===== config.mk =====
export PLATFORM = sky130hd
export DESIGN_NAME = qvr_clip
export DESIGN_NICKNAME = d
export VERILOG_FILES = /design/src/sv/qvr_pkg.sv /design/src/sv/qvr_clip.sv
export SDC_FILE = /design/constraint.sdc
export NUM_CORES = 1
export LEC_CHECK = 0
export ABC_CLOCK_PERIOD_IN_PS = 1450
export BUFFER_PORTS_ARGS = -buffer_cell sky130_fd_sc_hd__buf_2
export CAP_MARGIN = 10
export CELL_PAD_IN_SITES_DETAIL_PLACEMENT = 1
export CELL_PAD_IN_SITES_GLOBAL_PLACEMENT = 1
export CORE_MARGIN = 5
export CORE_UTILIZATION = 35
export CTS_BUF_LIST = sky130_fd_sc_hd__clkbuf_8
export CTS_CLUSTER_DIAMETER = 40
export CTS_CLUSTER_SIZE = 25
export DETAILED_ROUTE_END_ITERATION = 6
export GPL_TIMING_DRIVEN = 0
export PLACE_DENSITY_LB_ADDON = 0.1
export SLEW_MARGIN = 30
export SYNTH_ARGS = -nofsm -noshare
export SYNTH_HDL_FRONTEND = slang
export SYNTH_SLANG_ARGS = --single-unit

===== constraint.sdc =====
create_clock -name clk -period 1.45 [get_ports clk]
set_clock_uncertainty 0.05 [all_clocks]
set_input_delay 0.29 -clock clk [delete_from_list [all_inputs] [get_ports clk]]
set_output_delay 0.29 -clock clk [all_outputs]
set_load 0.02 [all_outputs]

===== src/sv/qvr_pkg.sv =====
// qvr_pkg: shared widths, types and register codes for the quaternion vector rotator
// used by every module of the rotator; depends on nothing
package qvr_pkg;

  // field widths
  localparam int VEC_W   = 24;
  localparam int QUAT_W  = 16;
  localparam int FRAC_W  = 15;

  // internal widths: q*v products, 3-term sums, rounded first product,
  // p*q products, 4-term sums, rounded rotated components
  localparam int PROD1_W = VEC_W + QUAT_W;
  localparam int SUM1_W  = PROD1_W + 2;
  localparam int P_W     = SUM1_W - FRAC_W;
  localparam int PROD2_W = P_W + QUAT_W;
  localparam int SUM2_W  = PROD2_W + 2;
  localparam int R_W     = SUM2_W - FRAC_W;

  localparam int TDATA_W = 3 * VEC_W;

  typedef logic signed [VEC_W-1:0]   vec_t;
  typedef logic signed [QUAT_W-1:0]  qc_t;
  typedef logic signed [PROD1_W-1:0] prod1_t;
  typedef logic signed [SUM1_W-1:0]  sum1_t;
  typedef logic signed [P_W-1:0]     pval_t;
  typedef logic signed [PROD2_W-1:0] prod2_t;
  typedef logic signed [SUM2_W-1:0]  sum2_t;
  typedef logic signed [R_W-1:0]     rval_t;

  typedef struct packed {
    qc_t w;
    qc_t x;
    qc_t y;
    qc_t z;
  } quat_t;

  typedef struct packed {
    vec_t z;
    vec_t y;
    vec_t x;
  } vec3_t;

  // configuration register indexes
  typedef enum logic [1:0] {
    REG_QUAT_W = 2'd0,
    REG_QUAT_X = 2'd1,
    REG_QUAT_Y = 2'd2,
    REG_QUAT_Z = 2'd3
  } cfg_reg_t;

  localparam qc_t QUAT_W_RST = qc_t'(32767);

  // round-half-up offsets
  localparam sum1_t RND1 = sum1_t'(2 ** (FRAC_W - 1));
  localparam sum2_t RND2 = sum2_t'(2 ** (FRAC_W - 1));

  // output clip limits
  localparam rval_t R_MAX = rval_t'(2 ** (VEC_W - 1) - 1);
  localparam rval_t R_MIN = -R_MAX - rval_t'(1);

endpackage


===== src/sv/qvr_clip.sv =====
// qvr_clip: saturates the rotated components to the vector width, output register stage
// flags any clipped component; uses qvr_pkg
module qvr_clip
  import qvr_pkg::*;
(
  input  logic  clk,
  input  logic  rst,
  input  logic  en,
  input  logic  in_valid,
  input  rval_t r1,
  input  rval_t r2,
  input  rval_t r3,
  output logic  out_valid,
  output vec3_t rot,
  output logic  sat
);

  vec3_t rot_next;
  logic  hi1, lo1, hi2, lo2, hi3, lo3;

  // range compares
  always_comb begin
    hi1 = (r1 > R_MAX);
    lo1 = (r1 < R_MIN);
    hi2 = (r2 > R_MAX);
    lo2 = (r2 < R_MIN);
    hi3 = (r3 > R_MAX);
    lo3 = (r3 < R_MIN);
    rot_next.x = hi1 ? vec_t'(R_MAX) : (lo1 ? vec_t'(R_MIN) : vec_t'(r1));
    rot_next.y = hi2 ? vec_t'(R_MAX) : (lo2 ? vec_t'(R_MIN) : vec_t'(r2));
    rot_next.z = hi3 ? vec_t'(R_MAX) : (lo3 ? vec_t'(R_MIN) : vec_t'(r3));
  end

  // output register
  always_ff @(posedge clk) begin
    if (rst) begin
      out_valid <= 1'b0;
    end else if (en) begin
      out_valid <= in_valid;
    end
    if (en) begin
      rot <= rot_next;
      sat <= hi1 | lo1 | hi2 | lo2 | hi3 | lo3;
    end
  end

endmodule


==> impl_metrics.json, run 1 <==
{
  "outcome": "finished clean",
  "power_density_nw_per_um2": 1196,
  "async_reset_ff_share_pct": 0,
  "hold_depth": 2,
  "drt_wl_total_mm": 7.859,
  "cp_top_family": "flip-flops",
  "max_freq_mhz": 810.4,
  "min_path_type": "in -> reg",
  "wl_per_cell_um": 15.94,
  "n_antenna_cell": 0,
  "numPortBuffers": 167,
  "ctsHoldBuffers": 0,
  "drive_gt1_share_pct": 51.80,
  "drt-initial-drc-count": 20,
  "path_cells": "buf_2",
  "synth_common_cells": "edfxtp_1 (73), nor2_1 (51), o21a_1 (24), a21o_1 (23), buf_6 (6)",
  "grt_pass1_vias": 2415,
  "synth_top_area_share_pct": 72.97,
  "clk_pin_slew_ns": 0.07,
  "drv_slew": 0,
  "drtAntennaViolNets": 0,
  "via_count": 2267,
  "core-area_um2": 8299,
  "ys_seq_area_share_pct": 73.64,
  "crit_required_ns": 1.11,
  "crit_arrival_ns": 0.89,
  "startpoint_type": "flop",
  "rr_worst_depth": 2,
  "gr-usage-all-layers_pct": 14.78,
  "cts.sinks": 74,
  "ys_types": 17,
  "slew_headroom_pct": 71.20,
  "viasPerCell": 4.598,
  "postCtsSetupRepairBufs": 0,
  "syn2layout_area_growth_pct": 39.73,
  "cp_max_fo": 1,
  "worst_pin_slew_ns": 0.4320,
  "cp_slowest_cell": "edfxtp_1",
  "tns_ns": 0,
  "die_y_um": 102.6,
  "initial_core_util_pct": 36.20,
  "dieArea_um2": 10540,
  "yosysMostFrequentCell": "edfxtp_1",
  "synth-edff-count": 73,
  "worst_hold_path.endpoint": "out_valid",
  "num_io_pins": 168,
  "min_period_over_period_pct": 85.10,
  "grt_start_max_net_pins": 46,
  "hold_viol": 0,
  "cts_tree": "built",
  "drv_cap": 0,
  "ys_ff_latch": 74,
  "finalCriticalPeriod_ns": 1.234,
  "synthFlopType": "edfxtp_1",
  "die_w_um": 102.6,
  "p_leak_nw": 1.867,
  "ys_warn_count": 0,
  "grt_antenna_before_repair": 0,
  "rsz0062_at_grt": "no",
  "crit_type": "reg -> out",
  "netlist_area_um2": 3004,
  "fin_hold_ws_ns": 0.06830,
  "slowest_delay_ns": 0.39,
  "worst-path-buf-inv": 1,
  "fp-row-count": 33,
  "yosys.area.top_type": "edfxtp_1",
  "hp-start": "rst",
  "fin_nets": 477,
  "cts-resized-gates": 0,
  "syn_avg_cell_area_um2": 14.73,
  "ir_drop_mv": 0.5140,
  "finalPower_mw": 5.020,
  "setup-violations-final": 0,
  "r2r_slack_ns": 0.81,
  "syn-num-nets": 298,
  "crit_path_end_kind": "output port",
  "grt_pass1_wl_mm": 11.84,
  "cts_root_buffer": "clkbuf_8",
  "worst_slack_ns": 0.2161,
  "numCtsBuffers": 9,
  "drc": 0,
  "htree_levels": 3,
  "dp_slack_ns": -0.1325,
  "cts.path.max_buffers": 2,
  "r2r-end": "out_valid",
  "rr_startpoint": "out_valid",
  "dp_hpwl_mm": 6.148,
  "ys_top_cells_by_area": "edfxtp_1 (73%), nor2_1 (6.4%), o21a_1 (6.0%)",
  "gr-total-overflow": 0,
  "clkLatencyLatePin_ns": 0.33,
  "drt_first_pass_iters": 4,
  "fillers": 924,
  "syn-instance-count": 204,
  "place_congestion": 0.6957
}
-- logic make-up (layout without fill, tap and decap cells) --
family | Yosys count | after routing | share of synthesized area (%)
AOI/OAI and AO/OA | 52 | 52 | 13.20
buffers and inverters | 15 | 199 | 3.707
DFF | 74 | 74 | 73.64
muxes | 1 | 1 | 0.3332
and+or+nand+nor | 62 | 62 | 9.121
-- flip-flops by register name (all words and copies together) (netlist names) --
register	cells
rot	72
sat	1
out_valid	1
-- report_power, final --
part / total (mW) / internal [mW] / switching, mW
sequential: 2.60 / 2.56 / 0.0420
combinational: 0.836 / 0.321 / 0.515
clock: 1.58 / 0.830 / 0.752
-- per-layer routing --
layer | wire length [um] | GRT usage [%] | up-vias | part of all wire (%)
li1 | - | - | 1105 | -
met1 | 2976 | 17.43 | 1054 | 38
met2 | 3847 | 24.68 | 99 | 49
met3 | 949 | 6.089 | 9 | 12
met4 | 87 | 4.541 | 0 | 1.1
met5 | 0 | 0 | - | 0
-- worst max-delay path by stage --
stage	end	cells past startpoint	from	slack, ns
after floorplan	rot[27]	4	r2[28]	0.14
after global placement	out_valid	3	en	-0.61
after detailed placement	rot[43]	5	r2[28]	-0.13
after CTS	rot[43]	1	rot[43]	0.19
after global routing	rot[61]	5	r3[27]	0.14
final	rot[43]	1	rot[43]	0.22
-- per-stage QoR --
stage,util [%],area (um^2),instances
2_1_floorplan,-,3004,204
5_1_grt,50.58,4198,493
6_report,50.58,4198,493
3_3_place_gp,47.85,3971,476
3_5_place_dp,48.21,4001,477
4_1_cts,50.58,4198,493
-- final cells by class --
cell class	instances	area, um^2	area share (%)
clock inverters	6	58.81	1.401
well taps	105	131.4	3.130
plain buffers	15	111.4	2.653
multi-input cells	115	680.7	16.21
clock buffers	10	137.6	3.279
repair buffers	168	865.8	20.63
flip-flops and latches	74	2212	52.70
-- placed cells by master (no fill, tap or decap) --
cell | Yosys | final
a21o_1 | 23 | 23
a21oi_2 | 3 | 3
buf_16 | 0 | 1
buf_2 | 2 | 168
buf_4 | 2 | 3
buf_6 | 6 | 6
bufinv_16 | 0 | 1
clkbuf_1 | 5 | 5
clkbuf_8 | 0 | 10
clkinv_2 | 0 | 2
clkinvlp_4 | 0 | 2
dfxtp_1 | 1 | 1
edfxtp_1 | 73 | 73
inv_1 | 0 | 1
mux2i_1 | 1 | 1
nand2_1 | 3 | 3
nand4_1 | 3 | 3
nand4b_1 | 1 | 1
nor2_1 | 51 | 51
nor2b_1 | 1 | 1
nor4_2 | 3 | 3
o21a_1 | 24 | 24
o21ai_2 | 2 | 2
Note: power is estimated with default switching activity, not from simulation.
==> run 2: changes to the inputs <==
- ABC_AREA: not set -> 1
- CORE_UTILIZATION: 35 -> 33
==> run 2 against run 1 <==
  * First-iteration DRC count increased to 3.2 times the previous value
  * Largest power group unchanged
  * Highest routed layer unchanged
  * Critical path type unchanged
  * Core utilization fell by 3.8 points
  * Non-clock buffer count did not move
  * Global-route usage down 0.30 points
  * Combinational power down 1%
  * Final area rose by 1.6%
==> impl_metrics.json, run 2 <==
{
  "outcome": "finished clean",
  "power_density_nw_per_um2": 1242,
  "postCtsSetupRepairBufs": 0,
  "grt_pass1_wl_mm": 12.59,
  "grt_pass1_vias": 2633,
  "gr-usage-all-layers_pct": 14.47,
  "gr-total-overflow": 0,
  "die_w_um": 105.8,
  "fin_cells": 566,
  "crit_arrival_ns": 0.88,
  "place_inst": 550,
  "cts-resized-gates": 0,
  "numCtsBuffers": 9,
  "syn-num-nets": 365,
  "grt_antenna_before_repair": 0,
  "ys_top_cells_by_area": "edfxtp_1 (72%), nand2_1 (19%), nor2_1 (1.6%)",
  "slowest_delay_ns": 0.38,
  "rsz0062_at_grt": "no",
  "min_period_over_period_pct": 84.39,
  "cts_root_buffer": "clkbuf_8",
  "final_cell_mix": "buf_2 (170), nand2_1 (157), edfxtp_1 (73)",
  "max_freq_mhz": 817.2,
  "min_path_type": "in -> reg",
  "crit_end": "rot[12]",
  "via_count": 2499,
  "fp-row-count": 35,
  "pwr-share-clk_pct": 35.3,
  "crit_required_ns": 1.11,
  "syn-instance-count": 271,
  "path_cells": "buf_2",
  "tns_ns": 0,
  "ys_types": 14,
  "num_io_pins": 168,
  "rr_worst_depth": 2,
  "cp_top_family": "flip-flops",
  "cp_slowest_cell": "edfxtp_1",
  "p_leak_nw": 2.058,
  "final_common_cell": "buf_2",
  "slew_headroom_pct": 74.83,
  "largest_reg_flops": 72,
  "drc": 0,
  "numPortBuffers": 167,
  "hold_viol": 0,
  "startpoint": "rot[12]",
  "power_switching_mw": 1.312,
  "cp_max_fo": 1,
  "drv_cap": 0,
  "place_congestion": 0.7003,
  "reg.largest.list": "rot (72), out_valid (1), sat (1)",
  "yosys.area.top_type": "edfxtp_1",
  "wl_per_cell_um": 14.30,
  "drtAntennaViolNets": 0,
  "cp.depth": 1,
  "yosysMostFrequentCell": "nand2_1",
  "p_sw_share_pct": 24.78,
  "crit_type": "reg -> out",
  "viasPerCell": 4.415,
  "dieArea_um2": 11190,
  "initial_core_util_pct": 33.23,
  "ys_ff_latch": 74,
  "grt_start_max_net_pins": 51,
  "worst_pin_slew_ns": 0.3775,
  "ys_warn_count": 0,
  "ir_drop_mv": 0.4911,
  "startpoint_type": "flop",
  "core-area_um2": 9109,
  "htree_levels": 3,
  "synth-edff-count": 73,
  "dp_hpwl_mm": 6.065,
  "drive_gt1_share_pct": 43.08,
  "n_antenna_cell": 0,
  "cts.sinks": 74,
  "drt_wl_total_mm": 8.096,
  "syn2layout_area_growth_pct": 40.88,
  "final_util_pct": 46.81,
  "rr_startpoint": "out_valid",
  "clk_pin_slew_ns": 0.07,
  "setup-violations-final": 0,
  "finalPower_mw": 5.296,
  "die_y_um": 105.8,
  "ctsHoldBuffers": 0,
  "synthFlopType": "edfxtp_1",
  "p_int_mw": 3.984,
  "finalCriticalPeriod_ns": 1.224,
  "async_reset_ff_share_pct": 0,
  "r2r-end": "out_valid",
  "netlist_area_um2": 3027,
  "clkLatencyLatePin_ns": 0.33,
  "cts.path.max_buffers": 2,
  "drt_first_pass_iters": 4,
  "drv_slew": 0,
  "cts_tree": "built",
  "ys_seq_area_share_pct": 73.09,
  "synth_top_area_share_pct": 72.43,
  "synth_common_cells": "nand2_1 (157), edfxtp_1 (73), nor2_1 (13), buf_4 (6), inv_1 (5)",
  "syn_avg_cell_area_um2": 11.17,
  "r2r_slack_ns": 0.81,
  "worst-path-buf-inv": 1,
  "drt-initial-drc-count": 63,
  "comb_power_share_pct": 15.6,
  "fin_nets": 544,
  "crit_path_end_kind": "output port",
  "regMostFlops": "rot",
  "pwr-share-seq_pct": 49.1
}
-- run 2: final cells by class --
type                            instances  area (um^2)
Tap cell                              111        138.9
Clock inverter                          7        108.9
Buffer                                 15        98.84
Timing Repair Buffer                  168        865.8
Fill cell                            1078         4845
Multi-Input combinational cell        177        696.9
Clock buffer                            9        123.9
Sequential cell                        74         2212
Inverter                                5        18.77
-- run 2: worst min-delay path by stage --
stage	from	end	depth (start not counted)
6_report	rst	out_valid	2
5_1_grt	rst	out_valid	2
4_1_cts	rst	out_valid	2
3_5_place_dp	rst	out_valid	2
3_3_place_gp	rst	out_valid	2
2_1_floorplan	rst	out_valid	1
-- run 2: per-stage QoR --
step                hold WS [ns]  area (um^2)  worst slack (ns)
floorplan                 0.3124         3027            0.2328
global placement          0.3976         4001           -0.6240
detailed placement        0.4052         4031          -0.02871
CTS                      0.03696         4264            0.1987
global route             0.05371         4264            0.1818
finish                   0.05745         4264            0.2263
-- run 2: power groups by stage --
stage	Sequential, mW	Combinational, mW	Clock, mW
after CTS	2.60	0.843	1.94
after floorplan	2.90	0.181	0
after detailed placement	2.65	0.840	0
after global placement	2.65	0.816	0
after global routing	2.62	0.905	2.03
final	2.60	0.824	1.87
-- run 2: cells by family (layout without fill, tap and decap cells) --
family	after synthesis	in the layout	share of synthesized area, %
AO/OA/AOI/OAI	1	1	0.6202
buffers and inverters	20	204	3.886
flip-flops	74	74	73.09
multiplexers	1	1	0.3307
AND/OR/NAND/NOR	175	175	22.08
-- run 2: metal layers --
layer / GRT usage, % / vias to the layer above / share of wire, %
li1: - / 1234 / -
met1: 16.79 / 1153 / 41
met2: 24.18 / 101 / 48
met3: 5.144 / 11 / 8.9
met4: 6.198 / 0 / 2.0
met5: 0 / - / 0
==> run 3: changes to the inputs <==
- ABC_CLOCK_PERIOD_IN_PS: 1450 -> 1250
- clock period: 1.45 -> 1.25 ns (I/O delays scaled with it)
==> run 3 against run 2 <==
  * Count of clock-buffer cells in the layout unchanged
  * Sequential power up 16%
  * Worst setup slack got worse by 0.16 ns
  * Sequential cell count stayed put
  * First-iteration DRC count shrank 4.8%
  * Final cell count increased by 0.18%
  * Power increased by 16%
  * Worst hold slack better by 0.058 ns
  * Die area is the same
  * Routed wire length is essentially flat
  * Global-route usage about the same
  * Register-to-register slack worse by 0.20 ns
  * Largest cell class unchanged
  * Highest routed layer unchanged
==> impl_metrics.json, run 3 (synthesis gave the netlist of run 2 again) <==
{
  "dp_hpwl_mm": 6.065,
  "die_y_um": 105.8,
  "finalCriticalPeriod_ns": 1.185,
  "grt_antenna_before_repair": 0,
  "htree_levels": 3,
  "place_area_um2": 4031,
  "reg.largest.list": "rot (72), out_valid (1), sat (1)",
  "cp_max_fo": 1,
  "power_density_nw_per_um2": 1439,
  "p_leak_nw": 2.062,
  "grt_start_max_net_pins": 51,
  "numCtsBuffers": 9,
  "ctsHoldBuffers": 1,
  "cts.sinks": 74,
  "viasPerCell": 4.427,
  "cts-resized-gates": 0,
  "crit_required_ns": 0.95,
  "drv_cap": 0,
  "num_io_pins": 168,
  "fp-row-count": 35,
  "drv_slew": 0,
  "min_path_type": "in -> reg",
  "hold_viol": 0,
  "grt_pass1_vias": 2634,
  "path_cells": "buf_2",
  "numPortBuffers": 167,
  "clkLatencyLatePin_ns": 0.33,
  "cp_slowest_cell": "edfxtp_1",
  "place_congestion": 0.7003,
  "fin_hold_ws_ns": 0.1155,
  "largest_reg_flops": 72,
  "dieArea_um2": 11190,
  "postCtsSetupRepairBufs": 0,
  "drt_wl_total_mm": 8.101,
  "pwr-share-clk_pct": 35.3,
  "min_period_over_period_pct": 94.83,
  "cts.path.max_buffers": 2,
  "crit_type": "reg -> out",
  "wl_per_cell_um": 14.29,
  "via_count": 2510,
  "cts_root_buffer": "clkbuf_8",
  "slowest_delay_ns": 0.38,
  "ir_drop_mv": 0.5697,
  "pwr-share-seq_pct": 49.1,
  "syn2layout_area_growth_pct": 41.22,
  "gr-total-overflow": 0,
  "regMostFlops": "rot",
  "n_antenna_cell": 0,
  "cp_top_family": "flip-flops",
  "fin_cells": 567,
  "core-area_um2": 9109,
  "p_sw_share_pct": 24.80,
  "max_freq_mhz": 843.6,
  "worst-path-buf-inv": 1,
  "finalPower_mw": 6.149,
  "fin_nets": 545,
  "final_area_um2": 4274,
  "tns_ns": 0,
  "startpoint_type": "flop",
  "die_w_um": 105.8,
  "crit_arrival_ns": 0.89,
  "final_cell_mix": "buf_2 (170), nand2_1 (157), edfxtp_1 (73)",
  "p_int_mw": 4.624,
  "rsz0062_at_grt": "no",
  "drt_first_pass_iters": 4,
  "crit_path_end_kind": "output port",
  "power_switching_mw": 1.525,
  "dp_slack_ns": -0.1887,
  "gr-usage-all-layers_pct": 14.49,
  "clk_pin_slew_ns": 0.07,
  "place_inst": 550,
  "drtAntennaViolNets": 0,
  "drt-initial-drc-count": 60,
  "initial_core_util_pct": 33.23,
  "final_common_cell": "buf_2",
  "outcome": "finished clean",
  "setup-violations-final": 0,
  "worst_slack_ns": 0.06458,
  "comb_power_share_pct": 15.6,
  "slew_headroom_pct": 74.60,
  "final_util_pct": 46.92,
  "worst_pin_slew_ns": 0.3810,
  "drive_gt1_share_pct": 42.98,
  "grt_pass1_wl_mm": 12.61,
  "drc": 0,
  "cts_tree": "built"
}
-- run 3: cell count changes in the layout (fill, tap and decap cells not counted), sizes merged --
cell	delta
dlygate4sd3	+1
-- run 3: area by class of cell --
class                           count  area [um^2]
Buffer                             15        98.84
Inverter                            5        18.77
Sequential cell                    74         2212
Tap cell                          111        138.9
Timing Repair Buffer              169        875.8
Clock inverter                      7        108.9
Multi-Input combinational cell    177        696.9
Clock buffer                        9        123.9
Fill cell                        1077         4835
-- run 3: worst min-delay path, stage by stage --
cell and delay, ns:
buf_2 0.08, mux2i_1 0.06, nor2_1 0.08
-- run 3: final timing paths --
kind                    end  startpoint  cells past startpoint  slack (ns)
setup / recovery    rot[12]     rot[12]                      1        0.06
hold / removal    out_valid    in_valid                      3        0.12
setup reg to reg  out_valid   out_valid                      2        0.61
hold reg to reg   out_valid   out_valid                      2        0.47
-- run 3: metal layers --
metal | vias to the layer above | GRT usage [%] | share of wire, %
met5 | - | 0 | 0
met4 | 0 | 6.198 | 2.3
met3 | 14 | 5.144 | 9.1
met2 | 101 | 24.18 | 49
met1 | 1159 | 16.83 | 40
li1 | 1236 | - | -
-- run 3: power groups by stage --
stage | clock [mW] | combinational, mW | sequential [mW]
2_1_floorplan | 0 | 0.210 | 3.37
3_3_place_gp | 0 | 0.946 | 3.07
3_5_place_dp | 0 | 0.975 | 3.08
4_1_cts | 2.25 | 0.980 | 3.02
5_1_grt | 2.35 | 1.05 | 3.04
6_report | 2.17 | 0.958 | 3.02
